$ cat src/windowed_slope_runaway_monitor_core_macros.svh
// Assertion macros shared by the monitor core.
`ifndef WINDOWED_SLOPE_RUNAWAY_MONITOR_CORE_MACROS_SVH
`define WINDOWED_SLOPE_RUNAWAY_MONITOR_CORE_MACROS_SVH

// Same-cycle implication, disabled while reset is low.
`define WSRM_ASSERT_SAME(label, clk, rst_n, ante, cons) \
    label: assert property (@(posedge clk) disable iff (!(rst_n)) (ante) |-> (cons)) \
        else $error("wsrm assertion failed");

// Next-cycle implication, disabled while reset is low.
`define WSRM_ASSERT_NEXT(label, clk, rst_n, ante, cons) \
    label: assert property (@(posedge clk) disable iff (!(rst_n)) (ante) |=> (cons)) \
        else $error("wsrm assertion failed");

`endif

$ cat src/wsrm_pkg.sv
package wsrm_pkg;

    // Default window depth.
    localparam int WINDOW_DEPTH_DEF = 8;

    // Configuration port geometry.
    localparam int CFG_IDX_W  = 3;
    localparam int CFG_DATA_W = 24;

    // Register indexes.
    localparam logic [CFG_IDX_W-1:0] REG_PUSH_PERIOD = 3'd0;
    localparam logic [CFG_IDX_W-1:0] REG_MIN_SPAN    = 3'd1;
    localparam logic [CFG_IDX_W-1:0] REG_ALPHA       = 3'd2;
    localparam logic [CFG_IDX_W-1:0] REG_RATE_NUM    = 3'd3;
    localparam logic [CFG_IDX_W-1:0] REG_THRESHOLD   = 3'd4;
    localparam logic [CFG_IDX_W-1:0] REG_FALLING     = 3'd5;
    localparam logic [CFG_IDX_W-1:0] REG_SUSTAIN     = 3'd6;

    // Register reset values.
    localparam logic [15:0] RST_PUSH_PERIOD = 16'd1000;
    localparam logic [15:0] RST_MIN_SPAN    = 16'd2000;
    localparam logic [8:0]  RST_ALPHA       = 9'd51;
    localparam logic [15:0] RST_RATE_NUM    = 16'd6000;
    localparam logic [23:0] RST_THRESHOLD   = 24'd2560;
    localparam logic        RST_FALLING     = 1'b0;
    localparam logic [15:0] RST_SUSTAIN     = 16'd2000;

    // Arithmetic widths.
    localparam int VAL_W  = 24;
    localparam int TIME_W = 32;
    localparam int PROD_W = 35;
    localparam int NUM_W  = 42;
    localparam int MAG_W  = 41;

    localparam logic [8:0] ALPHA_ONE = 9'd256;
    localparam logic signed [VAL_W-1:0] SLOPE_MAX = 24'sh7FFFFF;
    localparam logic signed [VAL_W-1:0] SLOPE_MIN = 24'sh800000;

endpackage

$ cat src/windowed_slope_runaway_monitor_core.sv
// Each accepted input beat goes through the filter, ring push, ring scan through the memory
// port, multiply and divide states to its result beat; the division steps are skipped when no
// valid slope is possible. One sample at a time: o_stall is high until the result beat is
// issued, after the one-bit-per-cycle restoring divider (41 steps), the ring scan and any
// wait of the result beat on the output stall.
// Reset (synchronous, active low) clears the filter, ring fill count, alarm tracking and lock,
// and loads the register defaults; ring memory contents are not cleared.
`include "windowed_slope_runaway_monitor_core_macros.svh"
module windowed_slope_runaway_monitor_core
    import wsrm_pkg::*;
#(
    parameter int WINDOW_DEPTH = WINDOW_DEPTH_DEF
) (
    input  logic                        i_clk,
    input  logic                        i_rst_n,
    input  logic                        i_cfg_we,
    input  logic [CFG_IDX_W-1:0]        i_cfg_idx,
    input  logic [CFG_DATA_W-1:0]       i_cfg_data,
    input  logic                        i_valid,
    output logic                        o_stall,
    input  logic signed [15:0]          i_sample,
    input  logic [TIME_W-1:0]           i_now_ms,
    output logic                        o_valid,
    input  logic                        i_stall,
    output logic signed [VAL_W-1:0]     o_slope,
    output logic                        o_slope_valid,
    output logic                        o_over_limit,
    output logic                        o_locked,
    output logic signed [VAL_W-1:0]     o_filtered_value
);

    localparam int AW     = (WINDOW_DEPTH > 1) ? $clog2(WINDOW_DEPTH) : 1;
    localparam int FILL_W = $clog2(WINDOW_DEPTH + 1);
    localparam int DCNT_W = $clog2(MAG_W + 2);

    localparam logic [2:0] S_IDLE = 3'd0;
    localparam logic [2:0] S_FILT = 3'd1;
    localparam logic [2:0] S_ACC  = 3'd2;
    localparam logic [2:0] S_PUSH = 3'd3;
    localparam logic [2:0] S_SCAN = 3'd4;
    localparam logic [2:0] S_MUL  = 3'd5;
    localparam logic [2:0] S_DIV  = 3'd6;
    localparam logic [2:0] S_FIN  = 3'd7;

    typedef struct packed {
        logic [TIME_W-1:0] t;
        logic [VAL_W-1:0]  v;
    } t_point;

    // Configuration registers.
    logic [15:0]             r_push_period, r_min_span, r_rate_num, r_sustain;
    logic [8:0]              r_alpha;
    logic signed [VAL_W-1:0] r_threshold;
    logic                    r_falling;

    // Processing state.
    logic [2:0]              r_state;
    logic signed [VAL_W-1:0] r_x;
    logic [TIME_W-1:0]       r_now;
    logic signed [VAL_W-1:0] r_acc;
    logic                    r_started;
    logic [TIME_W-1:0]       r_last;
    logic [AW-1:0]           r_wpos;
    logic [FILL_W-1:0]       r_fill;
    logic [FILL_W-1:0]       r_idx;
    logic                    r_rdv;
    t_point                  r_rd;
    logic [TIME_W-1:0]       r_span;
    logic signed [VAL_W-1:0] r_old;
    logic signed [PROD_W-1:0] r_prod;
    logic signed [NUM_W-1:0] r_num;
    logic                    r_neg;
    logic [MAG_W-1:0]        r_quo;
    logic [TIME_W-1:0]       r_rem;
    logic [DCNT_W-1:0]       r_dcnt;
    logic                    r_svalid;
    logic [TIME_W-1:0]       r_over_start;
    logic                    r_over_active;
    logic                    r_lock;
    logic                    r_ovalid;

    t_point mem [WINDOW_DEPTH];

    // Combinational helpers.
    logic [8:0]              alpha_c;
    logic signed [VAL_W:0]   fdiff;
    logic signed [PROD_W-1:0] fround;
    logic [TIME_W-1:0]       limit;
    logic [TIME_W-1:0]       age;
    logic                    issue;
    logic                    push;
    logic signed [VAL_W:0]   sdiff;
    logic [TIME_W:0]         trial;
    logic                    tbit;
    logic signed [VAL_W-1:0] slope_c;
    logic                    over_c;
    logic                    out_free;

    assign alpha_c  = (r_alpha > ALPHA_ONE) ? ALPHA_ONE : r_alpha;
    assign fdiff    = {r_x[VAL_W-1], r_x} - {r_acc[VAL_W-1], r_acc};
    assign fround   = (r_prod + PROD_W'(128)) >>> 8;
    assign limit    = TIME_W'(r_push_period) * TIME_W'(WINDOW_DEPTH);
    assign age      = r_now - r_rd.t;
    assign issue    = (r_idx < r_fill);
    assign push     = ((r_now - r_last) >= TIME_W'(r_push_period));
    assign sdiff    = {r_acc[VAL_W-1], r_acc} - {r_old[VAL_W-1], r_old};
    assign trial    = {r_rem, r_quo[MAG_W-1]};
    assign tbit     = (trial >= {1'b0, r_span});
    assign out_free = !r_ovalid || !i_stall;
    assign o_stall  = (r_state != S_IDLE);

    // Saturated signed slope from the divider result.
    always_comb begin
        slope_c = '0;
        if (r_svalid) begin
            if (r_neg) begin
                if (r_quo > MAG_W'(8388608)) slope_c = SLOPE_MIN;
                else slope_c = -$signed(r_quo[VAL_W-1:0]);
            end else begin
                if (r_quo > MAG_W'(8388607)) slope_c = SLOPE_MAX;
                else slope_c = $signed(r_quo[VAL_W-1:0]);
            end
        end
        over_c = r_svalid && (r_falling ? (slope_c < r_threshold) : (slope_c > r_threshold));
    end

    // Configuration writes.
    always_ff @(posedge i_clk) begin
        if (!i_rst_n) begin
            r_push_period <= RST_PUSH_PERIOD;
            r_min_span    <= RST_MIN_SPAN;
            r_alpha       <= RST_ALPHA;
            r_rate_num    <= RST_RATE_NUM;
            r_threshold   <= RST_THRESHOLD;
            r_falling     <= RST_FALLING;
            r_sustain     <= RST_SUSTAIN;
        end else if (i_cfg_we) begin
            case (i_cfg_idx)
                REG_PUSH_PERIOD: r_push_period <= i_cfg_data[15:0];
                REG_MIN_SPAN:    r_min_span    <= i_cfg_data[15:0];
                REG_ALPHA:       r_alpha       <= i_cfg_data[8:0];
                REG_RATE_NUM:    r_rate_num    <= i_cfg_data[15:0];
                REG_THRESHOLD:   r_threshold   <= $signed(i_cfg_data);
                REG_FALLING:     r_falling     <= i_cfg_data[0];
                REG_SUSTAIN:     r_sustain     <= i_cfg_data[15:0];
                default: ;
            endcase
        end
    end

    // Ring memory: one write port, one registered read port.
    always_ff @(posedge i_clk) begin
        if (r_state == S_PUSH && push) begin
            mem[r_wpos] <= '{t: r_now, v: r_acc};
        end
        r_rd <= mem[r_idx[AW-1:0]];
    end

    // Sequencer.
    always_ff @(posedge i_clk) begin
        if (!i_rst_n) begin
            r_state       <= S_IDLE;
            r_started     <= 1'b0;
            r_acc         <= '0;
            r_last        <= '0;
            r_wpos        <= '0;
            r_fill        <= '0;
            r_over_start  <= '0;
            r_over_active <= 1'b0;
            r_lock        <= 1'b0;
            r_ovalid      <= 1'b0;
            r_rdv         <= 1'b0;
        end else begin
            // The result stage reloads the beat itself when it issues a new one.
            if (r_ovalid && !i_stall && r_state != S_FIN) r_ovalid <= 1'b0;
            unique case (r_state)
                S_IDLE: begin
                    if (i_valid) begin
                        r_x     <= VAL_W'({i_sample, 8'd0});
                        r_now   <= i_now_ms;
                        r_state <= S_FILT;
                    end
                end
                // Filter product, or first-sample load.
                S_FILT: begin
                    if (!r_started) begin
                        r_acc     <= r_x;
                        r_started <= 1'b1;
                        r_last    <= r_now;
                        r_state   <= S_PUSH;
                    end else begin
                        r_prod  <= fdiff * $signed({1'b0, alpha_c});
                        r_state <= S_ACC;
                    end
                end
                S_ACC: begin
                    r_acc   <= r_acc + fround[VAL_W-1:0];
                    r_state <= S_PUSH;
                end
                // Store the point when the push period has passed.
                S_PUSH: begin
                    if (push) begin
                        r_wpos <= (r_wpos == AW'(WINDOW_DEPTH - 1)) ? '0 : r_wpos + 1'b1;
                        if (r_fill < FILL_W'(WINDOW_DEPTH)) r_fill <= r_fill + 1'b1;
                        r_last <= r_now;
                    end
                    r_idx   <= '0;
                    r_rdv   <= 1'b0;
                    r_span  <= '0;
                    r_old   <= r_acc;
                    r_state <= S_SCAN;
                end
                // Walk the filled entries for the oldest point inside the window.
                S_SCAN: begin
                    if (issue) r_idx <= r_idx + 1'b1;
                    r_rdv <= issue;
                    if (r_rdv && age <= limit && age > r_span) begin
                        r_span <= age;
                        r_old  <= $signed(r_rd.v);
                    end
                    if (!issue && !r_rdv) r_state <= S_MUL;
                end
                S_MUL: begin
                    r_svalid <= (r_span != '0) && (r_span >= TIME_W'(r_min_span));
                    r_num    <= sdiff * $signed({1'b0, r_rate_num});
                    r_rem    <= '0;
                    r_dcnt   <= DCNT_W'(MAG_W + 1);
                    r_state  <= S_DIV;
                end
                // Restoring division, one quotient bit per cycle.
                S_DIV: begin
                    if (r_dcnt == DCNT_W'(MAG_W + 1)) begin
                        r_neg  <= r_num[NUM_W-1];
                        r_quo  <= r_num[NUM_W-1] ? MAG_W'(-r_num) : r_num[MAG_W-1:0];
                        r_dcnt <= r_dcnt - 1'b1;
                        if (!r_svalid) r_state <= S_FIN;
                    end else begin
                        r_rem  <= tbit ? TIME_W'(trial - {1'b0, r_span}) : trial[TIME_W-1:0];
                        r_quo  <= {r_quo[MAG_W-2:0], tbit};
                        r_dcnt <= r_dcnt - 1'b1;
                        if (r_dcnt == DCNT_W'(1)) r_state <= S_FIN;
                    end
                end
                // Alarm tracking and result beat.
                S_FIN: begin
                    if (out_free) begin
                        if (over_c) begin
                            if (!r_over_active) begin
                                r_over_active <= 1'b1;
                                r_over_start  <= r_now;
                            end else if ((r_now - r_over_start) >= TIME_W'(r_sustain)) begin
                                r_lock <= 1'b1;
                            end
                        end else begin
                            r_over_active <= 1'b0;
                        end
                        o_slope          <= slope_c;
                        o_slope_valid    <= r_svalid;
                        o_over_limit     <= over_c;
                        o_locked         <= r_lock || (over_c && r_over_active &&
                                            ((r_now - r_over_start) >= TIME_W'(r_sustain)));
                        o_filtered_value <= r_acc;
                        r_ovalid         <= 1'b1;
                        r_state          <= S_IDLE;
                    end
                end
                default: r_state <= S_IDLE;
            endcase
        end
    end

    assign o_valid = r_ovalid;

    `WSRM_ASSERT_NEXT(a_busy_after_accept, i_clk, i_rst_n, i_valid && !o_stall, r_state != S_IDLE)
    `WSRM_ASSERT_NEXT(a_lock_sticky, i_clk, i_rst_n, r_lock, r_lock)
    `WSRM_ASSERT_SAME(a_over_needs_valid, i_clk, i_rst_n, o_valid && o_over_limit, o_slope_valid)
    `WSRM_ASSERT_SAME(a_fill_bound, i_clk, i_rst_n, r_state == S_SCAN, r_idx <= r_fill)

endmodule

$ cat config.mk
export PLATFORM = sky130hd
export DESIGN_NAME = windowed_slope_runaway_monitor_core
export DESIGN_NICKNAME = d
export VERILOG_FILES = /design/src/wsrm_pkg.sv /design/src/windowed_slope_runaway_monitor_core.sv
export VERILOG_INCLUDE_DIRS = /design/src /design/src/src
export SDC_FILE = /design/constraint.sdc
export NUM_CORES = 2
export LEC_CHECK = 0
export ABC_AREA = 1
export CAP_MARGIN = 15
export CORE_UTILIZATION = 30
export DETAILED_ROUTE_END_ITERATION = 6
export DONT_BUFFER_PORTS = 1
export PLACE_DENSITY = 0.46
export SLEW_MARGIN = 30
export SYNTH_ARGS = -nofsm -noshare
export SYNTH_HDL_FRONTEND = slang
export SYNTH_SLANG_ARGS = --single-unit
$ cat constraint.sdc
create_clock -name i_clk -period 9.1 [get_ports i_clk]
set_clock_uncertainty 0.2 [all_clocks]
set_input_delay 0.455 -clock i_clk [delete_from_list [all_inputs] [get_ports i_clk]]
set_output_delay 0.455 -clock i_clk [all_outputs]
set_load 0.05 [all_outputs]
==> run_results.csv <==
group,metric,value,unit
route,routed_wl,248000,um
placement,placed_area,0.0804,sq mm
outcome,violations,"design-rule violations",
floorplanning,fp.dieW,505,um
finish,final_util,34.1,%
logic_synthesis,ys_top_cells_by_area,"edfxtp_1, fa_1, ha_1",
sta,min_period_over_period,93.6,%
critical_path,rr_startpoint,"r_old[0]",
sta,rsz0062_at_grt,"false",
worst_hold_path,hold_depth,5,
critical_path,r2r_cells,35,
logic_synthesis,dominantRegCellSynth,"edfxtp_1",
logic_synthesis,yosysMostFrequentCell,"inv_1",
grt,grt_max_degree,167,
route,drc,28,
sta,slew_headroom,32.4,%
finish,nets,10129,
logic_synthesis,synthTopCellsByCount,"inv_1, nand2_1, nor2_1",
sta,finalSetupViolCount,0,
logic_synthesis,syn_nets,10018,
logic_synthesis,synth_area,0.0759,sq mm
clock_tree,path_clk_slew,60,ps
logic_synthesis,yosysWarnings,0,
worst_hold_path,hp-class,"in -> reg",
route,detail-route-antenna-nets,0,
logic_synthesis,async_reset_ff_share,0,%
floorplanning,coreArea,0.251,sq mm
critical_path,critPathMaxStageDelay,560,ps
route,drt-initial-drc-count,4338,
clock_tree,numCtsBuffers,116,
placement,hpwl,189000,um
logic_synthesis,synth_cell_type_count,53,
sta,min_period,8520,ps
route,num_vias,60025,
critical_path,critPathMaxFanout,14,
grt,grt_antenna_before_repair,19,
critical_path,crit_top_cell,"fa_1",
floorplanning,dieHeight,505,um
clock_tree,htree_levels,3,
logic_synthesis,yosys.area.top_type,"edfxtp_1",
placement,gp_congestion,0.913,
sta,report.final.slew_viol_count,0,
grt,grt_first_pass_wirelength,378000,um
logic_synthesis,synth.avg_cell_area,8.55,sq um
placement,io_buffer_count,0,
clock_tree,cts_tree,"done",
grt,grt_overflow,0,
route,viasPerCell,4.82,
sta,max_freq,117,MHz
logic_synthesis,syn_inst,8873,
critical_path,start_kind,"flip-flop",
flow_run,max-cap-violations,0,
outcome,outcome,"finished with violations",
clock_tree,cts_buffer_depth,3,
clock_tree,cts.sinks,1012,
critical_path,r2r_setup_slack,580,ps
critical_path,crit_type,"reg -> reg",
sta,final-hold-violation-count,0,
finish,area.growth.synth_to_final,12.9,%
clock_tree,clk-insertion-delay-late,790,ps
sta,fin_setup_tns,0,ps
critical_path,cp-end-kind,"flip-flop",
finish,drive_above_1_share,5.22,%
logic_synthesis,synth-edff-count,755,
floorplanning,placementRows,184,
critical_path,cp.arrival,8770,ps
sta,tightest_slew,1010,ps
worst_hold_path,min_to,"r_min_span[10]",
critical_path,reg2reg_to,"r_num[35]",
floorplanning,dieArea,0.255,sq mm
floorplanning,io_pins,133,
logic_synthesis,yosysSeqAreaShare,36.7,%
route,dr.pass1.iters,7,
route,wl_per_cell,19.9,um
logic_synthesis,synth_top_area_share,29.9,%
worst_hold_path,worst_hold_startpoint,"i_cfg_we",
critical_path,slowest_stage,"fa_1",
logic_synthesis,synth_seq_cells,1012,
floorplanning,start_util,30.2,%
grt,grt_pass1_vias,60427,
finish,final_area,0.0857,sq mm
critical_path,crit_required,9350,ps
clock_tree,cts_root_buf,"clkbuf_16",
grt,grt_usage,19.4,%
registers in the layout, indices dropped and copies added (netlist names), 16 cells and up:
signal and flops:
r_prod 25, r_rem 32, r_acc 24, r_quo 41
r_rd 56, r_num 42, r_old 24, r_over_start 32
r_min_span 16, r_last 32, r_span 32, o_filtered_value 24
o_slope 24, r_now 32, r_x 16, mem 448
r_push_period 16, r_threshold 24, r_sustain 16, r_rate_num 16
routing by layer:
| layer | global-route usage, % | wire length, um | vias up |
|---|---|---|---|
| li1 | - | - | 28881 |
| met1 | 25.2 | 109000 | 29490 |
| met2 | 33.6 | 121000 | 1310 |
| met3 | 2.12 | 10200 | 336 |
| met4 | 5.68 | 7630 | 8 |
| met5 | 0 | 286 | - |
logic make-up (layout without fill, tap and decap cells):
kind of cell    after synthesis  count (layout)  synth area share, %
buf+inv                    1845            2060                 9.26
simple gates               3251            3251                 17.5
flops                      1012            1012                 36.7
compound gates             1443            1443                 10.4
fa+ha+maj                  1065            1065                 23.2
other cells                   0               5                    0
xor+xnor                    257             257                 2.97
per-stage QoR:
stage               cells  hold slack [ps]  setup slack [ps]
global route        12439             32.6              33.9
floorplan            8873              222               661
global placement    12103              230               234
CTS                 12433             7.32               140
finish              12441             49.1               578
detailed placement  12110              237               225
worst max path at each step:
stage              from        end  cells after the start
2_1_floorplan  r_acc[0]  r_num[41]                     36
3_3_place_gp   r_acc[0]  r_num[41]                     35
3_5_place_dp   r_old[0]  r_num[41]                     34
4_1_cts        r_old[0]  r_num[41]                     34
5_1_grt        r_old[0]  r_num[40]                     34
6_report       r_old[0]  r_num[35]                     35
worst max-delay path, delay by kind of cell (launching register included):
| family | cells | cell delay [ps] |
|---|---|---|
| AOI/OAI and AO/OA | 5 | 1190 |
| xor gates and xnor gates | 1 | 170 |
| adders and majority gates | 9 | 4060 |
| buffers and inverters | 6 | 540 |
| DFF | 1 | 370 |
| and+or+nand+nor | 14 | 1630 |
placed cells by master (no fill, tap or decap), types with 19 or more instances in the layout:
| cell type | instances |
|---|---|
| a21o_1 | 30 |
| a21oi_1 | 523 |
| a31oi_1 | 93 |
| buf_4 | 137 |
| clkbuf_1 | 31 |
| clkbuf_16 | 118 |
| clkbuf_8 | 19 |
| clkinv_1 | 19 |
| dfxtp_1 | 257 |
| dlygate4sd3_1 | 100 |
| edfxtp_1 | 755 |
| fa_1 | 567 |
| ha_1 | 496 |
| inv_1 | 1561 |
| nand2_1 | 1413 |
| nand3_1 | 278 |
| nand4_1 | 84 |
| nor2_1 | 1214 |
| nor3_1 | 84 |
| nor4_1 | 35 |
| o211ai_1 | 41 |
| o21a_1 | 26 |
| o21ai_0 | 582 |
| o21bai_1 | 25 |
| o22ai_1 | 58 |
| or2_2 | 81 |
| xnor2_1 | 80 |
| xor2_1 | 177 |
what timing repair did:
action / CTS / global route
endpoints found under the hold margin: 239 / 2
hold buffers: 101 / 1
setup endpoints to repair: 0 / 6
setup buffers: 0 / 1
gates resized for setup: 0 / 7
cell type report:
type,instances,area (sq um)
diodes,5,12.5
inverters,1586,5960
repair buffers,252,2370
clock inverters,54,816
well taps,3348,4190
clock buffers,168,3330
multi-input cells,6016,41200
flip-flops and latches,1012,27800
fillers,26422,166000
Power is left out: the tool's default activity adds up to more than one toggle a clock period on the data nets, which glitch-free logic cannot reach.
